$ cat src/sv/mfbp_pkg.sv
// Shared types and constants for the MSB-first bit packer.
// No dependencies.
`default_nettype none

package mfbp_pkg;

	localparam int ADDR_BITS_DEF = 32;
	localparam int MAX_BITS      = 32;
	localparam int QUEUE_DEPTH   = 4;

	typedef enum logic [1:0] {
		KIND_WRITE = 2'd0,
		KIND_FLUSH = 2'd1,
		KIND_SEEK  = 2'd2
	} kind_t;

	// one queued job: up to four left-aligned bytes, or a seek address
	typedef struct packed {
		logic        seek;
		logic [2:0]  nbytes;
		logic [31:0] data;
	} job_t;

endpackage

`default_nettype wire

$ cat src/sv/mfbp_front.sv
// Front end: accepts items, merges write bits with the partial byte, builds jobs.
// Depends on mfbp_pkg.
`default_nettype none

module mfbp_front (
	input  wire logic              clk,
	input  wire logic              arst_n,
	input  wire logic              in_valid,
	input  wire logic [1:0]        kind,
	input  wire logic [31:0]       value,
	input  wire logic [5:0]        bit_count,
	input  wire logic              push_ready,
	output logic                   push,
	output mfbp_pkg::job_t         push_job
);

	logic [6:0]  part_q;
	logic [2:0]  fill_q;

	logic        accept;
	logic [5:0]  total;
	logic [32:0] mask;
	logic [38:0] acc;
	logic [39:0] aligned;
	logic [6:0]  part_next;
	logic [7:0]  flush_byte;
	logic        wr_ok;

	assign accept = in_valid && push_ready;

	always_comb begin
		total      = {3'b000, fill_q} + bit_count;
		mask       = ~({33{1'b1}} << bit_count);
		acc        = ({32'b0, part_q} << bit_count) | {7'b0, value & mask[31:0]};
		aligned    = {1'b0, acc} << (6'd40 - total);
		part_next  = acc[6:0] & ~(7'h7f << total[2:0]);
		flush_byte = {1'b0, part_q} << (4'd8 - {1'b0, fill_q});
		wr_ok      = (bit_count != 6'd0) && (bit_count <= 6'(mfbp_pkg::MAX_BITS));
		push       = 1'b0;
		push_job   = '{seek: 1'b0, nbytes: total[5:3], data: aligned[39:8]};
		case (mfbp_pkg::kind_t'(kind))
			mfbp_pkg::KIND_WRITE: begin
				push = accept && wr_ok && (total[5:3] != 3'd0);
			end
			mfbp_pkg::KIND_FLUSH: begin
				push     = accept && (fill_q != 3'd0);
				push_job = '{seek: 1'b0, nbytes: 3'd1, data: {flush_byte, 24'b0}};
			end
			mfbp_pkg::KIND_SEEK: begin
				push     = accept;
				push_job = '{seek: 1'b1, nbytes: 3'd0, data: value};
			end
			default: begin
				push = 1'b0;
			end
		endcase
	end

	always_ff @(posedge clk or negedge arst_n) begin
		if (!arst_n) begin
			part_q <= '0;
			fill_q <= '0;
		end else if (accept) begin
			case (mfbp_pkg::kind_t'(kind))
				mfbp_pkg::KIND_WRITE: begin
					if (wr_ok) begin
						part_q <= part_next;
						fill_q <= total[2:0];
					end
				end
				mfbp_pkg::KIND_FLUSH, mfbp_pkg::KIND_SEEK: begin
					part_q <= '0;
					fill_q <= '0;
				end
				default: begin
					part_q <= part_q;
				end
			endcase
		end
	end

endmodule

`default_nettype wire

$ cat src/sv/mfbp_queue.sv
// Short job queue between front and back end, flip-flop storage.
// Depends on mfbp_pkg.
`default_nettype none

module mfbp_queue (
	input  wire logic           clk,
	input  wire logic           arst_n,
	input  wire logic           push,
	input  wire mfbp_pkg::job_t push_job,
	output logic                push_ready,
	input  wire logic           pop,
	output logic                pop_valid,
	output mfbp_pkg::job_t      pop_job
);

	localparam int PTR_BITS = $clog2(mfbp_pkg::QUEUE_DEPTH);
	localparam int CNT_BITS = $clog2(mfbp_pkg::QUEUE_DEPTH + 1);

	mfbp_pkg::job_t        slot_q [mfbp_pkg::QUEUE_DEPTH];
	logic [PTR_BITS-1:0]   wr_ptr_q;
	logic [PTR_BITS-1:0]   rd_ptr_q;
	logic [CNT_BITS-1:0]   cnt_q;
	logic                  do_push;
	logic                  do_pop;

	assign push_ready = (cnt_q != CNT_BITS'(mfbp_pkg::QUEUE_DEPTH));
	assign pop_valid  = (cnt_q != '0);
	assign pop_job    = slot_q[rd_ptr_q];
	assign do_push    = push && push_ready;
	assign do_pop     = pop && pop_valid;

	always_ff @(posedge clk) begin
		if (do_push) begin
			slot_q[wr_ptr_q] <= push_job;
		end
	end

	always_ff @(posedge clk or negedge arst_n) begin
		if (!arst_n) begin
			wr_ptr_q <= '0;
			rd_ptr_q <= '0;
			cnt_q    <= '0;
		end else begin
			if (do_push) begin
				wr_ptr_q <= (wr_ptr_q == PTR_BITS'(mfbp_pkg::QUEUE_DEPTH - 1)) ?
					'0 : wr_ptr_q + 1'b1;
			end
			if (do_pop) begin
				rd_ptr_q <= (rd_ptr_q == PTR_BITS'(mfbp_pkg::QUEUE_DEPTH - 1)) ?
					'0 : rd_ptr_q + 1'b1;
			end
			if (do_push && !do_pop) begin
				cnt_q <= cnt_q + 1'b1;
			end else if (do_pop && !do_push) begin
				cnt_q <= cnt_q - 1'b1;
			end
		end
	end

endmodule

`default_nettype wire

$ cat src/sv/mfbp_back.sv
// Back end: holds the byte position, emits queued bytes one byte per cycle while not stalled.
// Depends on mfbp_pkg.
`default_nettype none

module mfbp_back #(
	parameter int ADDR_BITS = mfbp_pkg::ADDR_BITS_DEF
) (
	input  wire logic           clk,
	input  wire logic           arst_n,
	input  wire logic           pop_valid,
	input  wire mfbp_pkg::job_t pop_job,
	output logic                pop,
	output logic                out_valid,
	input  wire logic           out_stall,
	output logic [7:0]          out_byte,
	output logic [31:0]         byte_addr,
	output logic                last
);

	logic [ADDR_BITS-1:0] pos_q;
	logic [31:0]          data_q;
	logic [2:0]           rem_q;
	logic                 out_valid_q;
	logic [7:0]           out_byte_q;
	logic [31:0]          byte_addr_q;
	logic                 last_q;
	logic                 emit;
	logic                 free;

	assign emit = (rem_q != 3'd0) && (!out_valid_q || !out_stall);
	assign free = (rem_q == 3'd0) || ((rem_q == 3'd1) && emit);
	assign pop  = pop_valid && free;

	assign out_valid = out_valid_q;
	assign out_byte  = out_byte_q;
	assign byte_addr = byte_addr_q;
	assign last      = last_q;

	always_ff @(posedge clk) begin
		if (emit) begin
			out_byte_q  <= data_q[31:24];
			byte_addr_q <= 32'(pos_q);
			last_q      <= (rem_q == 3'd1);
		end
		if (pop) begin
			data_q <= pop_job.data;
		end else if (emit) begin
			data_q <= {data_q[23:0], 8'h00};
		end
	end

	always_ff @(posedge clk or negedge arst_n) begin
		if (!arst_n) begin
			out_valid_q <= 1'b0;
			rem_q       <= '0;
			pos_q       <= '0;
		end else begin
			if (emit) begin
				out_valid_q <= 1'b1;
			end else if (!out_stall) begin
				out_valid_q <= 1'b0;
			end
			if (pop) begin
				rem_q <= pop_job.seek ? 3'd0 : pop_job.nbytes;
			end else if (emit) begin
				rem_q <= rem_q - 1'b1;
			end
			if (pop && pop_job.seek) begin
				pos_q <= ADDR_BITS'(pop_job.data);
			end else if (emit) begin
				pos_q <= pos_q + 1'b1;
			end
		end
	end

endmodule

`default_nettype wire

$ cat src/sv/msb_first_bit_packer_unit.sv
// Top level of the MSB-first bit packer: front end, job queue, back end.
// Depends on mfbp_pkg, mfbp_front, mfbp_queue, mfbp_back.
//
//  channel | handshake          | word
//  in      | in_valid, in_stall  | kind, value, bit_count
//  out     | out_valid, out_stall| out_byte, byte_addr, last
//
// The front end takes one word per cycle while the job queue has room.
// The back end emits one byte per cycle while out_stall is low, so a write that
// completes n bytes yields n output bytes; a seek yields none.
// A first byte passes the queue, the back-end job register and the output register.
// Reset clears partial bits, fill count, byte position, queue and output valid.
`default_nettype none

module msb_first_bit_packer_unit #(
	parameter int ADDR_BITS = mfbp_pkg::ADDR_BITS_DEF
) (
	input  wire logic        clk,
	input  wire logic        arst_n,
	input  wire logic        in_valid,
	output logic             in_stall,
	input  wire logic [1:0]  kind,
	input  wire logic [31:0] value,
	input  wire logic [5:0]  bit_count,
	output logic             out_valid,
	input  wire logic        out_stall,
	output logic [7:0]       out_byte,
	output logic [31:0]      byte_addr,
	output logic             last
);

	logic           push;
	logic           push_ready;
	mfbp_pkg::job_t push_job;
	logic           pop;
	logic           pop_valid;
	mfbp_pkg::job_t pop_job;

	assign in_stall = !push_ready;

	mfbp_front u_front (
		.clk        (clk),
		.arst_n     (arst_n),
		.in_valid   (in_valid),
		.kind       (kind),
		.value      (value),
		.bit_count  (bit_count),
		.push_ready (push_ready),
		.push       (push),
		.push_job   (push_job)
	);

	mfbp_queue u_queue (
		.clk        (clk),
		.arst_n     (arst_n),
		.push       (push),
		.push_job   (push_job),
		.push_ready (push_ready),
		.pop        (pop),
		.pop_valid  (pop_valid),
		.pop_job    (pop_job)
	);

	mfbp_back #(
		.ADDR_BITS (ADDR_BITS)
	) u_back (
		.clk        (clk),
		.arst_n     (arst_n),
		.pop_valid  (pop_valid),
		.pop_job    (pop_job),
		.pop        (pop),
		.out_valid  (out_valid),
		.out_stall  (out_stall),
		.out_byte   (out_byte),
		.byte_addr  (byte_addr),
		.last       (last)
	);

endmodule

`default_nettype wire

$ cat config.mk
export PLATFORM = sky130hd
export DESIGN_NAME = msb_first_bit_packer_unit
export DESIGN_NICKNAME = d
export VERILOG_FILES = /design/src/sv/mfbp_pkg.sv /design/src/sv/mfbp_front.sv /design/src/sv/mfbp_queue.sv /design/src/sv/mfbp_back.sv /design/src/sv/msb_first_bit_packer_unit.sv
export SDC_FILE = /design/constraint.sdc
export NUM_CORES = 1
export LEC_CHECK = 0
export BUFFER_PORTS_ARGS = -buffer_cell sky130_fd_sc_hd__buf_2
export CORE_MARGIN = 2
export CORE_UTILIZATION = 40
export CTS_BUF_LIST = sky130_fd_sc_hd__clkbuf_4 sky130_fd_sc_hd__clkbuf_8
export DETAILED_ROUTE_END_ITERATION = 6
export HOLD_SLACK_MARGIN = 0.05
export PLACE_DENSITY = 0.53
export SYNTH_ARGS = -nofsm -noshare
export SYNTH_HDL_FRONTEND = slang
export SYNTH_HIERARCHICAL = 1
export SYNTH_SLANG_ARGS = --single-unit
$ cat constraint.sdc
create_clock -name clk -period 5.95 [get_ports clk]
set_input_delay 0.595 -clock clk [delete_from_list [all_inputs] [get_ports clk]]
set_output_delay 0.595 -clock clk [all_outputs]
set_load 0.01 [all_outputs]
# Yosys cells after proc, flatten, opt, wreduce, memory -nomap -nowiden
# Memories as Yosys holds them, arrays and structs flattened.
# Cells that the tools add are included.
[classes]
add_sub_neg = 9
order_cmp = 1
n_eq_ne = 8
shifts = 5
n_mux = 21
bitwise = 5
reduce_logical = 33
[ops]
columns = ["cell", "count"]
rows = [
  ["2-to-1 mux 32 bit", 4],
  ["one-hot mux 36 bit (2 select lines)", 1],
  ["left shift 39 x 6 -> 40 bit", 1],
  ["bitwise OR 39 x 32 -> 39 bit", 1],
  ["left shift 7 x 6 -> 39 bit", 1],
  ["left shift 33 x 6 -> 32 bit (first input constant)", 1],
  ["adder 32 x 1 -> 32 bit (second input constant)", 1],
  ["AND 32 bit", 1],
  ["inverter 32 bit", 1],
  ["2-to-1 mux 3 bit", 6],
  ["one-hot mux 7 bit (2 select lines)", 1],
  ["logical AND 1 bit", 13],
  ["nonzero test 3 bit", 4],
  ["nonzero test 2 bit", 4],
  ["left shift 7 x 4 -> 8 bit", 1],
  ["AND 7 bit", 1],
  ["2-to-1 mux 7 bit", 1],
  ["inverter 7 bit", 1],
  ["left shift 7 x 3 -> 7 bit (first input constant)", 1],
  ["adder 3 x 6 -> 6 bit", 1],
  ["== test 2 bit (second input constant)", 3],
  ["<= comparator 6 bit (second input constant)", 1],
  ["one-hot mux 3 bit (2 select lines)", 1],
  ["nonzero test 6 bit", 1],
  ["18 further kinds", 30],
]
[totals]
register_bits = 126
ram_bits = 144
inputBits = 44
output_inout_bits = 43
elab_cells = 95
n_memories = 1
[mem_list]
columns = ["name", "depth", "width", "read_ports", "rd_ports_with_merged_regs", "write_ports", "line_no", "rtl"]
rows = [
  ["u_queue.slot_q", 4, 36, 1, 0, 1, "mfbp_queue.sv:19", "mfbp_pkg::job_t slot_q [mfbp_pkg::QUEUE_DEPTH];"],
]

# Logic depth before layout (Yosys ltp)
# Gate-level depths: netlist of the first run.
[logic_depth]
word_depth = 10
mapped_depth = 17

# Modules after synthesis
# Netlist of the first run, hierarchy kept.
[modules_own_cells]
columns = ["mod", "instances", "cells_each", "area_per_inst_um2", "seq_area_each_um2"]
rows = [
  ["mfbp_queue", 1, 224, 5625.4, 4499.3],
  ["mfbp_front", 1, 771, 5218.8, 250.2],
  ["mfbp_back", 1, 405, 4625.7, 3093.0],
  ["msb_first_bit_packer_unit", 1, 1, 3.8, 0.0],
]

# Worst setup path after synthesis of the first run
# No wires, ideal clock.
[synth_path]
kind = "input to register"
start = "input bit_count[0]"
end = "memory u_queue/slot_q[0][25] (netlist name) (data pin)"
setup_time_ns = 0.290
arrival_ns = 4.506
t_required_ns = 5.660
setup_slack_ns = 1.154
cell_stages = 16
n_path_buf = 6
path_cell_list = "ha_1 buf_1 inv_1 buf_1 clkbuf_1 clkbuf_1 ha_1 inv_1 ha_1 clkbuf_1 clkinv_1 clkbuf_1 mux2i_1 mux2i_1 a2111oi_0 a2111oi_0"
[synth_rtl]
columns = ["item", "line_no", "rtl"]
rows = [
  ["start, declared", "msb_first_bit_packer_unit.sv:24", "input wire logic [5:0] bit_count,"],
  ["end, declared", "mfbp_queue.sv:19", ""],
]

==> impl_metrics.yaml, run 1 <==
worst_setup_path:
  reg2reg_depth: 12
  critical_path_class: "flop to flop"
  slowest_stage: "a2111oi_0"
  cp-end-kind: "flop"
  critPathBufInv: 3
  rrSetupSlack_ps: 1120
  cpPeakStageDelay_ps: 860
  worstPathArrival_ps: 5020
  cp.required_ps: 6140
  crit_chain: "ha_1, inv_1, fa_1, inv_1, ha_1, buf_4, mux2_2, a221oi_1, mux2i_1, mux2i_1, a2111oi_0, a2111oi_0"
  r2r-end: "u_queue/slot_q[1][25]"
  path_max_fanout: 36
  worstSetupStartpointType: "flop"
  critPathTopFamily: "compound AO/OA/AOI/OAI gates"
  r2r_start: "u_front/fill_q[0]"
final_layout:
  nNetsFinal: 1536
  diodes: 0
  synthToLayoutAreaGrowth_pct: 11.9
  fin_area_sq_um: 17300
  drive_above_1_share_pct: 19.9
  stdcell_count: 2017
synth:
  synth.area.top_cells: "edfxtp_1 42%, dfrtp_1 8.6%, mux4_2 7.1%, nand2_1 4.1%, nor2_1 2.6%"
  synth_top_area_share_pct: 42.1
  synth-seq-cells: 270
  ys_seq_area_share_pct: 50.7
  yosysMostFrequentCell: "edfxtp_1"
  synth_fp_nets: 1470
  syn_area_sq_um: 15500
  synth_common_cells: "217 x edfxtp_1, 171 x nand2_1, 109 x nor2_1"
  yosysUniqueCellTypes: 89
  synth_ff_type: "edfxtp_1"
  postSynthCellCount: 1401
  yosysTopAreaCell: "edfxtp_1"
  syn-mean-instance-area_sq_um: 11.0
  synth-edff-count: 217
  synth-async-reset-ratio_pct: 19.6
  ys.warnings.count: 6
pwr:
  pwr-share-clk_pct: 15.2
  p_seq_share_pct: 29.7
  p_int_w: 0.00588
  vdd_drop_max_mv: 0.287
  comb_power_share_pct: 55.0
  p_leak_nw: 6.37
  powerDensity_nw_per_um2: 613
  switching_share_pct: 44.6
  switching_power_w: 0.00473
clock_network:
  htreeDepth: 2
  cts_hold_buf: 0
  cts_tree: "built"
  cts_max_path_buffers: 3
  cts.sinks: 270
  clk_pin_slew_ps: 60
  post-cts-setup-buffers: 0
  ctsResizeCount: 0
  cts_buffers: 43
  insertion_delay_ps: 550
  cts_root_buffer: "clkbuf_8"
run:
  maxCapViolCount: 0
status:
  status: "complete, no violations"
timing:
  setup_violations: 0
  layout_min_cycle_time_ps: 4830
  rsz0062_at_grt: "false"
  worst_slew_pin_slew_ps: 1190
  relSlewSlack_pct: 18.7
  finalSetupTns_ps: 0
  fmax_mhz: 207
  hold_viol_final: 0
  finClkSkew_ps: 29.6
  period_share_pct: 81.2
  slew_viol_final: 0
routing:
  vias_per_cell: 5.95
  vias: 12000
  drt_pre_antenna_iters: 5
  routed_wl_microns: 49800
  drtIter0Drc: 961
  drc: 0
  ant_nets: 0
  detail_route.wl_per_cell_microns: 24.7
global_routing:
  grt-ovfl-total: 0
  grt_pass1_wl_microns: 74600
  antenna_found_initial: 0
  track_usage_pct: 24.5
  first_global_vias: 11800
  grt_max_degree: 65
min_path:
  hp-class: "primary input to asynchronous set/reset pin"
placed_design:
  place_area_sq_um: 16400
  gp_congestion: 1.01
  numPlacedInstances: 1940
  port_buffers: 86
  dpl.hpwl_microns: 37200
floorplan:
  dieHeight_microns: 201
  fp-row-count: 72
  die-width_microns: 201
  io_pins: 87
  start_util_pct: 40.3
  core-area_sq_um: 38400
  dieArea_sq_um: 40300
## cell type report
class                      count  area [sq um]
tap                          518           648
clock buffer                  68           798
inverter                      42           158
clock inverter                 9          96.3
timing repair buffer         116           668
multi-input combinational    994          7110
fill                        3724         21100
sequential                   270          7840
## power by group through the flow
stage	logic (W)	registers (W)	clock network (W)
2_1_floorplan	0.00390	0.00315	0
3_3_place_gp	0.00578	0.00319	0
3_5_place_dp	0.00575	0.00319	0
4_1_cts	0.00577	0.00316	0.00168
5_1_grt	0.00627	0.00322	0.00175
6_report	0.00584	0.00315	0.00162
## worst register-to-register path, cell delays in order, from the launching register on
cell,delay [ps]
dfrtp_1,600
ha_1,280
inv_1,70
fa_1,590
inv_1,110
ha_1,350
buf_4,380
mux2_2,410
a221oi_1,440
mux2i_1,170
mux2i_1,170
a2111oi_0,90
a2111oi_0,860
## metrics by stage
| step | worst slack (ps) | util, % | hold WS, ps | total power, W |
|---|---|---|---|---|
| after floorplan | 1150 | - | 299 | 0.00704 |
| after global placement | 713 | 42.8 | 404 | 0.00896 |
| after detailed placement | 719 | 42.8 | 405 | 0.00894 |
| after CTS | 1180 | 45.1 | 196 | 0.0106 |
| after global routing | 699 | 45.1 | 226 | 0.0112 |
| final | 1120 | 45.1 | 185 | 0.0106 |
## registers in the layout, indices dropped and copies added (netlist names)
signal            count
u_back/out_byte       8
u_back/pos_q         32
u_front/fill_q        3
u_back/byte_addr     32
u_queue/rd_ptr_q      2
u_back/rem_q          3
u_queue/wr_ptr_q      2
u_back/last           1
u_queue/slot_q      144
u_back/out_valid      1
u_queue/cnt_q         3
u_front/part_q        7
u_back/data_q        32
## worst max path at each step
stage | cells past startpoint | end | startpoint | slack, ps
after detailed placement | 12 | u_queue/slot_q[0][6] | bit_count[0] | 720
after CTS | 11 | u_queue/slot_q[0][6] | u_front/fill_q[0] | 1180
after global routing | 13 | u_queue/slot_q[1][25] | u_front/fill_q[0] | 700
final | 12 | u_queue/slot_q[1][25] | u_front/fill_q[0] | 1120
after global placement | 12 | u_queue/slot_q[0][6] | bit_count[0] | 710
after floorplan | 16 | u_queue/slot_q[0][25] | bit_count[0] | 1150
## cell usage in the layout, fill, tap and decap left out, types with 12 or more instances in the layout
master and count:
nand2_1 170, and2_1 22, a22oi_1 13, nor3_1 33
nand4_1 12, edfxtp_1 217, o21ai_0 67, mux2i_1 39
mux4_2 49, nor4_1 13, xor2_1 13, a21oi_1 79
nor2_1 109, mux2_2 28, ha_1 23, buf_2 86
o211ai_1 18, buf_4 29, xnor2_1 23, clkbuf_8 46
nand2b_1 17, a211oi_1 12, inv_1 37, dfrtp_1 52
clkbuf_4 22, nand3_1 32, or3_1 14
## routing by layer
layer	up-vias	track usage (%)	part of all wire, %
met5	-	0	0
met4	0	12.7	5.6
met3	138	3.02	5.4
met2	491	40.7	48
met1	5897	31.6	41
li1	5480	-	-
## logic make-up (layout without fill, tap and decap cells)
logic type,after synthesis,in the layout,share of synthesized area [%]
muxes,121,121,12.3
and+or+nand+nor,479,479,14.7
buffers and inverters,137,235,3.51
DFF,270,270,50.7
adders and majority gates,25,25,2.12
xor gates and xnor gates,38,38,2.15
AOI/OAI and AO/OA,331,331,14.6
Note: power is estimated with default switching activity, not from simulation.
==> run 2, diff against run 1 <==
==> constraint.sdc (replaced) <==
create_clock -name clk -period 4.7 [get_ports clk]
set_input_delay 0.47 -clock clk [delete_from_list [all_inputs] [get_ports clk]]
set_output_delay 0.47 -clock clk [all_outputs]
set_load 0.01 [all_outputs]
==> impl_metrics.yaml, run 2 (same netlist as run 1, synthesis figures left out) <==
routing:
  drt_pre_antenna_iters: 5
  ant_nets: 0
  routed_wl_microns: 49500
  detail_route.wl_per_cell_microns: 24.1
  vias_per_cell: 5.92
  drtIter0Drc: 1238
  drc: 0
  vias: 12200
worst_setup_path:
  critPathBufInv: 2
  cp-startpoint: "u_front/fill_q[0]"
  slowest_stage: "a2111oi_0"
  path_max_fanout: 8
  worstPathArrival_ps: 4590
  cp.required_ps: 4950
  cp.depth: 13
  r2r_start: "u_front/fill_q[0]"
  worstSetupStartpointType: "flop"
  crit_chain: "ha_1, inv_1, fa_1, xnor2_1, clkinv_1, a22oi_1, mux2i_1, nand3_1, nand2b_1, a2111oi_0, a311o_1, a221oi_1, o31a_1"
  cpPeakStageDelay_ps: 730
  rrSetupSlack_ps: 360
  cp-end-kind: "flop"
  r2r-end: "u_queue/slot_q[0][26]"
  reg2reg_depth: 13
  endpoint: "u_queue/slot_q[0][26]"
  critical_path_class: "flop to flop"
  critPathTopFamily: "compound AO/OA/AOI/OAI gates"
final_layout:
  final_common_cell: "edfxtp_1"
  regArea_sq_um: 7840
  n_fill_cell: 3667
  multi_input_area_sq_um: 7110
  diodes: 0
  fin_area_sq_um: 17600
  largest_reg_flops: 144
  drive_above_1_share_pct: 21.7
  largest_register: "u_queue/slot_q"
  layout_common_cells: "217 x edfxtp_1, 170 x nand2_1, 109 x nor2_1"
  synthToLayoutAreaGrowth_pct: 13.6
  nNetsFinal: 1574
  stdcell_count: 2055
global_routing:
  antenna_found_initial: 0
  grt_max_degree: 56
  grt_pass1_wl_microns: 74600
  first_global_vias: 11900
  grt-ovfl-total: 0
  track_usage_pct: 24.3
clock_network:
  cts.sinks: 270
  cts_tree: "built"
  insertion_delay_ps: 550
  cts_hold_buf: 0
  clk_pin_slew_ps: 60
  cts_buffers: 45
  cts_root_buffer: "clkbuf_8"
  post-cts-setup-buffers: 0
  cts_max_path_buffers: 3
  ctsResizeCount: 0
  htreeDepth: 2
timing:
  hold_viol_final: 0
  finalSetupTns_ps: 0
  period_share_pct: 92.4
  worst_slew_pin_slew_ps: 1100
  fmax_mhz: 230
  rsz0062_at_grt: "false"
  layout_min_cycle_time_ps: 4340
  setup_violations: 0
  finClkSkew_ps: 26.4
  slew_viol_final: 0
  relSlewSlack_pct: 26.5
status:
  status: "complete, no violations"
pwr:
  p_seq_share_pct: 29.3
  p_int_w: 0.00757
  switching_power_w: 0.00601
  p_leak_nw: 6.54
  vdd_drop_max_mv: 0.380
  pwr-share-clk_pct: 14.8
  switching_share_pct: 44.3
  comb_power_share_pct: 55.9
  powerDensity_nw_per_um2: 773
floorplan:
  io_pins: 87
  fp-row-count: 72
  core-area_sq_um: 38400
  die-width_microns: 201
  start_util_pct: 40.3
  dieArea_sq_um: 40300
  dieHeight_microns: 201
min_path:
  hp-class: "primary input to asynchronous set/reset pin"
placed_design:
  dpl.hpwl_microns: 36900
  place_area_sq_um: 16700
  port_buffers: 86
  gp_congestion: 1.03
  numPlacedInstances: 1976
run:
  maxCapViolCount: 0
==> run 2: worst reg2reg max path: stages, from the launching register on <==
cell	delay [ps]
dfrtp_1	370
ha_1	200
inv_1	70
fa_1	420
xnor2_1	300
clkinv_1	300
a22oi_1	290
mux2i_1	250
nand3_1	180
nand2b_1	310
a2111oi_0	730
a311o_1	210
a221oi_1	50
o31a_1	370
==> run 2: power groups by stage <==
stage          Sequential (W)  Combinational, W  Clock [W]
3_5_place_dp          0.00403           0.00743          0
2_1_floorplan         0.00399           0.00493          0
5_1_grt               0.00406           0.00814    0.00218
4_1_cts               0.00398           0.00746    0.00208
3_3_place_gp          0.00402           0.00747          0
6_report              0.00398           0.00759    0.00201
==> run 2: how the worst min path moves through the flow <==
| stage | start | to | cells after the start |
|---|---|---|---|
| 6_report | arst_n | u_back/out_valid | 2 |
| 4_1_cts | arst_n | u_back/rem_q[0] | 2 |
| 3_3_place_gp | u_back/data_q[28] | u_back/out_byte[4] | 0 |
| 3_5_place_dp | u_back/data_q[25] | u_back/out_byte[1] | 0 |
| 5_1_grt | arst_n | u_back/pos_q[3] | 2 |
| 2_1_floorplan | arst_n | u_back/out_valid | 0 |
==> run 2: per-layer routing <==
layer,track usage [%],vias to the layer above,routed length (microns)
met5,0,-,0
met4,9.95,0,2120
met3,4.25,127,2960
met2,40.4,495,23600
met1,31.5,5992,20800
li1,-,5553,-
==> run 2: area by class of cell <==
class / instances / area share (%)
clock buffer: 69 / 4.59
clock inverter: 10 / 0.406
inverter: 42 / 0.897
multi-input combinational: 994 / 40.4
sequential: 270 / 44.6
tap: 518 / 3.69
timing repair buffer: 152 / 5.34
==> run 2: per-stage QoR <==
stage	total power (W)	hold WS (ps)	setup WS (ps)	utilization, %
after floorplan	0.00892	174	28.9	-
after global placement	0.0115	402	331	43.5
after detailed placement	0.0115	405	272	43.5
after CTS	0.0135	75.7	411	45.8
after global routing	0.0144	118	39.9	45.8
final	0.0136	66.5	358	45.8
